$ cat src/sv/mfgr_pkg.sv
`default_nettype none

package mfgr_pkg;

    // Screen geometry and store layout
    localparam int SCREEN_WIDTH  = 128;
    localparam int SCREEN_HEIGHT = 64;
    localparam int PAGES         = (SCREEN_HEIGHT + 7) / 8;
    localparam int STORE_BYTES   = SCREEN_WIDTH * PAGES;
    localparam int ADDR_W        = $clog2(STORE_BYTES);
    localparam int PAGE_W        = (PAGES > 1) ? $clog2(PAGES) : 1;

    // Gauge geometry: outline plus one blank pixel on each side
    localparam int FILL_MARGIN = 4;
    localparam int FILL_OFFSET = 2;

    // Quotient bits of the fill division (fill never exceeds 251)
    localparam int QUOT_W = 8;

    typedef enum logic [1:0] {
        OP_CLEAR = 2'd0,
        OP_PIXEL = 2'd1,
        OP_GAUGE = 2'd2,
        OP_READ  = 2'd3
    } t_op;

    typedef struct packed {
        t_op                op;
        logic        [7:0]  pos_x;
        logic        [7:0]  pos_y;
        logic               pixel_on;
        logic        [7:0]  box_width;
        logic        [7:0]  box_height;
        logic signed [15:0] level;
        logic signed [15:0] range_low;
        logic signed [15:0] range_high;
        logic        [9:0]  byte_index;
    } t_cmd;

    typedef struct packed {
        logic [7:0] read_data;
        logic       span_error;
    } t_result;

    // Controller to datapath
    typedef struct packed {
        logic load;
        logic clr_wr;
        logic pix_rd;
        logic pix_wr;
        logic rd_req;
        logic g_clamp;
        logic g_mul;
        logic g_div_step;
        logic g_fill;
        logic scan_rd;
        logic scan_wr;
        logic scan_adv;
        logic finish;
    } t_ctl_cmd;

    // Datapath to controller
    typedef struct packed {
        logic clr_last;
        logic div_last;
        logic scan_hit;
        logic scan_last;
    } t_ctl_sts;

endpackage

`default_nettype wire

$ cat src/sv/mfgr_ctrl.sv
`default_nettype none

module mfgr_ctrl (
    input  wire logic              i_clk,
    input  wire logic              i_rst_n,
    input  wire logic              i_start,
    input  wire mfgr_pkg::t_op     i_op,
    input  wire mfgr_pkg::t_ctl_sts i_sts,
    output mfgr_pkg::t_ctl_cmd     o_ctl,
    output logic                   o_busy
);

    typedef enum logic [12:0] {
        S_INIT    = 13'h0001,
        S_IDLE    = 13'h0002,
        S_CLR     = 13'h0004,
        S_PIX_RD  = 13'h0008,
        S_PIX_WR  = 13'h0010,
        S_RD_REQ  = 13'h0020,
        S_RD_DONE = 13'h0040,
        S_G_CLAMP = 13'h0080,
        S_G_MUL   = 13'h0100,
        S_G_DIV   = 13'h0200,
        S_G_FILL  = 13'h0400,
        S_G_SCAN  = 13'h0800,
        S_G_WR    = 13'h1000
    } t_state;

    t_state r_state;
    t_state n_state;

    // State register
    always_ff @(posedge i_clk) begin
        if (!i_rst_n) begin
            r_state <= S_INIT;
        end else begin
            r_state <= n_state;
        end
    end

    // Next state and datapath commands
    always_comb begin
        n_state = r_state;
        o_ctl   = '0;
        unique case (r_state)
            S_INIT: begin
                // clearing pass after reset, no result
                o_ctl.clr_wr = 1'b1;
                if (i_sts.clr_last) begin
                    n_state = S_IDLE;
                end
            end
            S_IDLE: begin
                if (i_start) begin
                    o_ctl.load = 1'b1;
                    unique case (i_op)
                        mfgr_pkg::OP_CLEAR: n_state = S_CLR;
                        mfgr_pkg::OP_PIXEL: n_state = S_PIX_RD;
                        mfgr_pkg::OP_GAUGE: n_state = S_G_CLAMP;
                        mfgr_pkg::OP_READ:  n_state = S_RD_REQ;
                        default:            n_state = S_IDLE;
                    endcase
                end
            end
            S_CLR: begin
                o_ctl.clr_wr = 1'b1;
                if (i_sts.clr_last) begin
                    o_ctl.finish = 1'b1;
                    n_state      = S_IDLE;
                end
            end
            S_PIX_RD: begin
                o_ctl.pix_rd = 1'b1;
                n_state      = S_PIX_WR;
            end
            S_PIX_WR: begin
                o_ctl.pix_wr = 1'b1;
                o_ctl.finish = 1'b1;
                n_state      = S_IDLE;
            end
            S_RD_REQ: begin
                o_ctl.rd_req = 1'b1;
                n_state      = S_RD_DONE;
            end
            S_RD_DONE: begin
                o_ctl.finish = 1'b1;
                n_state      = S_IDLE;
            end
            S_G_CLAMP: begin
                o_ctl.g_clamp = 1'b1;
                n_state       = S_G_MUL;
            end
            S_G_MUL: begin
                o_ctl.g_mul = 1'b1;
                n_state     = S_G_DIV;
            end
            S_G_DIV: begin
                o_ctl.g_div_step = 1'b1;
                if (i_sts.div_last) begin
                    n_state = S_G_FILL;
                end
            end
            S_G_FILL: begin
                o_ctl.g_fill = 1'b1;
                n_state      = S_G_SCAN;
            end
            S_G_SCAN: begin
                // touched byte: fetch it; otherwise step on
                if (i_sts.scan_hit) begin
                    o_ctl.scan_rd = 1'b1;
                    n_state       = S_G_WR;
                end else begin
                    o_ctl.scan_adv = 1'b1;
                    if (i_sts.scan_last) begin
                        o_ctl.finish = 1'b1;
                        n_state      = S_IDLE;
                    end
                end
            end
            S_G_WR: begin
                o_ctl.scan_wr  = 1'b1;
                o_ctl.scan_adv = 1'b1;
                if (i_sts.scan_last) begin
                    o_ctl.finish = 1'b1;
                    n_state      = S_IDLE;
                end else begin
                    n_state = S_G_SCAN;
                end
            end
            default: begin
                n_state = S_INIT;
            end
        endcase
    end

    assign o_busy = (r_state != S_IDLE);

endmodule

`default_nettype wire

$ cat config.mk
export PLATFORM = sky130hd
export DESIGN_NAME = mfgr_ctrl
export DESIGN_NICKNAME = d
export VERILOG_FILES = /design/src/sv/mfgr_pkg.sv /design/src/sv/mfgr_ctrl.sv
export SDC_FILE = /design/constraint.sdc
export NUM_CORES = 1
export LEC_CHECK = 0
export BUFFER_PORTS_ARGS = -buffer_cell sky130_fd_sc_hd__buf_2
export CAP_MARGIN = 30
export CORE_UTILIZATION = 46
export DETAILED_ROUTE_END_ITERATION = 8
export PLACE_DENSITY = 0.7
export SYNTH_ARGS = -nofsm -noshare
export SYNTH_HDL_FRONTEND = slang
export SYNTH_SLANG_ARGS = --single-unit
$ cat constraint.sdc
create_clock -name i_clk -period 2.8 [get_ports i_clk]
set_clock_uncertainty 0.1 [all_clocks]
set_input_delay 0.14 -clock i_clk [delete_from_list [all_inputs] [get_ports i_clk]]
set_output_delay 0.14 -clock i_clk [all_outputs]
set_load 0.01 [all_outputs]
==> flow_metrics.tcl <==
set metrics [dict create \
    largest_net_degree_at_the_start_of_global_routing 13 \
    count_of_flip_flops_with_a_built_in_enable_after_synthesis 0 \
    clkLatencyLatePin_ns 0.28 \
    insertedDiodeCount 0 \
    routed-via-count 1005 \
    min_period_ns 2.580 \
    globalRouteOverflowTotal 0 \
    clock_tree_from_tritoncts "yes" \
    drt_first_iter_violations 29 \
    remaining_drc_errors 0 \
    finalNonFillerCells 164 \
    setup.worst_path.end_class "output port" \
    regArea_um2 260.3 \
    slew_viol_final 0 \
    worst-r2r-cell-count 6 \
    grt_pass1_wl_mm 4.319 \
    finalHoldViolCount 0 \
    post_synth_mux_area_share_pct 0.9901 \
    initial_utilization_pct 50.00 \
    run_status "completed" \
    worst_ep_required_time_ns 2.56 \
    setup_viol 0 \
    hold_ws_ns 0.07089 \
    wirelength_mm 2.476 \
    grt_pass1_vias 941 \
    tightest_slew_ns 0.4627 \
    yosys_register_bits 13 \
    ys_types 44 \
    multi_input_comb_area_um2 635.6 \
    fill_cells 193 \
    drtAntennaViolNets 0 \
    synthToLayoutAreaGrowth_pct 9.282 \
    dieHeight_um 48.88 \
    yosys.area.top_type_share_pct 25.74 \
    syn_area_per_cell_um2 8.425 \
    timing.max_cap.violations 0 \
    dp_hpwl_mm 1.907 \
    synth_common_cells "sky130_fd_sc_hd__dfxtp_1, sky130_fd_sc_hd__nor2_1, sky130_fd_sc_hd__nor3_1, sky130_fd_sc_hd__nand2_1, sky130_fd_sc_hd__nor4_1" \
    synthesized_area_fraction_occupied_by_and_or_nand_nor_cells_pct 44.55 \
    synth.net_count 129 \
    synthFlopType "sky130_fd_sc_hd__dfxtp_1" \
    cts.path.max_buffers 2 \
    postSynth.asyncResetShare_pct 0 \
    power.density_nw_per_um2 499.2 \
    synthMostInstantiatedCell "sky130_fd_sc_hd__dfxtp_1" \
    holdCritStartpoint "i_rst_n" \
    cts_made_buffers 3 \
    synth-xor-area-share_pct 4.332 \
    synth.yosys.seq_area_share_pct 25.74 \
    postCtsSetupBuffers 0 \
    cell_depth_of_the_worst_hold_path 2 \
    post_drt_wl_per_cell_um 15.10 \
    groute.usage.overall_pct 23.05 \
    crit-reg2reg-capture "r_state[2]" \
    placedCellCount 158 \
    vdd_ir_drop_max_mv 0.3259 \
    drt-vias-per-instance 6.128 \
    num-nets-final 147 \
    first_pass_iters 4 \
    crit_path_start_kind "register" \
    slew-limit-headroom_pct 68.87 \
    criticalPathCategory "register to output port" \
    critPathArrivalTime_ns 2.34 \
    fmax_mhz 387.6 \
    synth_top_family_by_area "simple AND/OR/NAND/NOR gates" \
    rsz0062_at_grt "no" \
    floorplan.rows 16 \
    crit_path_max_fanout 11 \
    syn-instance-count 120 \
    finalCoreUtilization_pct 54.64 \
    share_of_cells_above_drive_strength_1_pct 25.55 \
    post_synth_fa_ha_maj_area_fraction_pct 0 \
    cts_h_tree_depth 1 \
    path_clk_slew_ns 0.08 \
    io_buffers 22 \
    synth_compound_gate_area_share_pct 13.00 \
    finalWeightedCongestion 0.9390 \
    finalCritPeriodShare_pct 92.13 \
    ys_top_cells_by_area "sky130_fd_sc_hd__dfxtp_1, sky130_fd_sc_hd__nor4b_1, sky130_fd_sc_hd__nor3_1" \
    die_width_um 48.88 \
    power_leakage_uw 0.0004444 \
    largest_reg_flops 13 \
    ys_warn_count 0 \
    initial_antenna_violation_count 0 \
    regMostFlops "r_state" \
    fp.coreArea_um2 2022 \
    clock_tree.root_cell "sky130_fd_sc_hd__clkbuf_4" \
    hold-path-endpoint "r_state[9]" \
    largest_registers "r_state: 13 flops" \
    r2r_slack_ns 0.55 \
    synthDominantAreaCellType "sky130_fd_sc_hd__dfxtp_1" \
    setup_total_negative_slack_ns 0 \
    synth.cell_area_um2 1011 \
    r2r_start "r_state[8]" \
    numClockSinks 13 \
    tightest_hold_check_type "primary input to register" \
    boundaryPins 23 \
    die_area_um2 2389 \
]
worst max path at each step:
stage | start | to | slack [ns] | cells past startpoint
after detailed placement | r_state[0] | o_ctl[4] | 0.53 | 4
after CTS | r_state[0] | o_ctl[4] | 0.22 | 4
after floorplan | r_state[5] | r_state[11] | 0.70 | 6
after global placement | r_state[0] | o_ctl[4] | 0.53 | 4
final | r_state[0] | o_ctl[4] | 0.22 | 4
after global routing | r_state[0] | o_ctl[4] | 0.12 | 4
through the flow:
stage / setup slack, ns / total power [uW] / area, um^2
3_5_place_dp: 0.5315 / 433.3 / 1059
3_3_place_gp: 0.5307 / 430.1 / 1059
2_1_floorplan: 0.6993 / 389.9 / 1011
6_report: 0.2203 / 551.5 / 1105
4_1_cts: 0.2195 / 552.5 / 1105
5_1_grt: 0.1175 / 589.6 / 1105
layer usage:
layer / vias to the layer above / GRT usage, % / routed length [um]
met3: 8 / 3.427 / 127
met1: 477 / 29.96 / 1131
met4: 0 / 10.29 / 59
met2: 38 / 37.50 / 1158
li1: 482 / - / -
met5: - / 0 / 0
kinds of logic after synthesis:
kind of cell	Yosys count
and+or+nand+nor	69
AOI/OAI and AO/OA	16
buffers and inverters	16
DFF	13
muxes	1
xor gates and xnor gates	5
repair_timing:
item,CTS,global route
hold buffers,2,0
endpoints found under the setup margin,0,0
gates resized for setup,0,0
hold endpoints to repair,2,0
where the power goes:
group | total (uW) | switching, uW | internal [uW] | leakage [uW]
sequential | 228 | 31.9 | 196 | 0.000105
combinational | 206 | 111 | 95.0 | 0.000324
clock | 118 | 62.4 | 55.3 | 0.0000150
total | 552 | 205 | 346 | 0.000444
worst max-delay path, cell delays in order (launching register included):
cell and delay [ns]:
sky130_fd_sc_hd__dfxtp_1 0.42, sky130_fd_sc_hd__or4_1 0.67, sky130_fd_sc_hd__or4_4 0.49, sky130_fd_sc_hd__nor4b_4 0.30
sky130_fd_sc_hd__buf_2 0.18
cell usage in the layout, fill, tap and decap left out, drive strengths merged, types with 3 or more instances in the layout:
cell type   n
a21oi       4
and2        4
buf        22
clkbuf      4
dfxtp      13
inv         5
nand2       6
nand3       4
nand4       3
nor2       10
nor3        8
nor3b       4
nor4        8
nor4b       6
or3         3
or4         5
xnor2       4
cell type report:
| type | count | share of cell area, % |
|---|---|---|
| clock buffer | 4 | 2.378 |
| inverter | 5 | 1.699 |
| multi-input combinational | 91 | 57.53 |
| sequential | 13 | 23.56 |
| tap | 27 | 3.058 |
| timing repair buffer | 24 | 11.78 |
No activity file was read; power rests on OpenSTA's default activity.
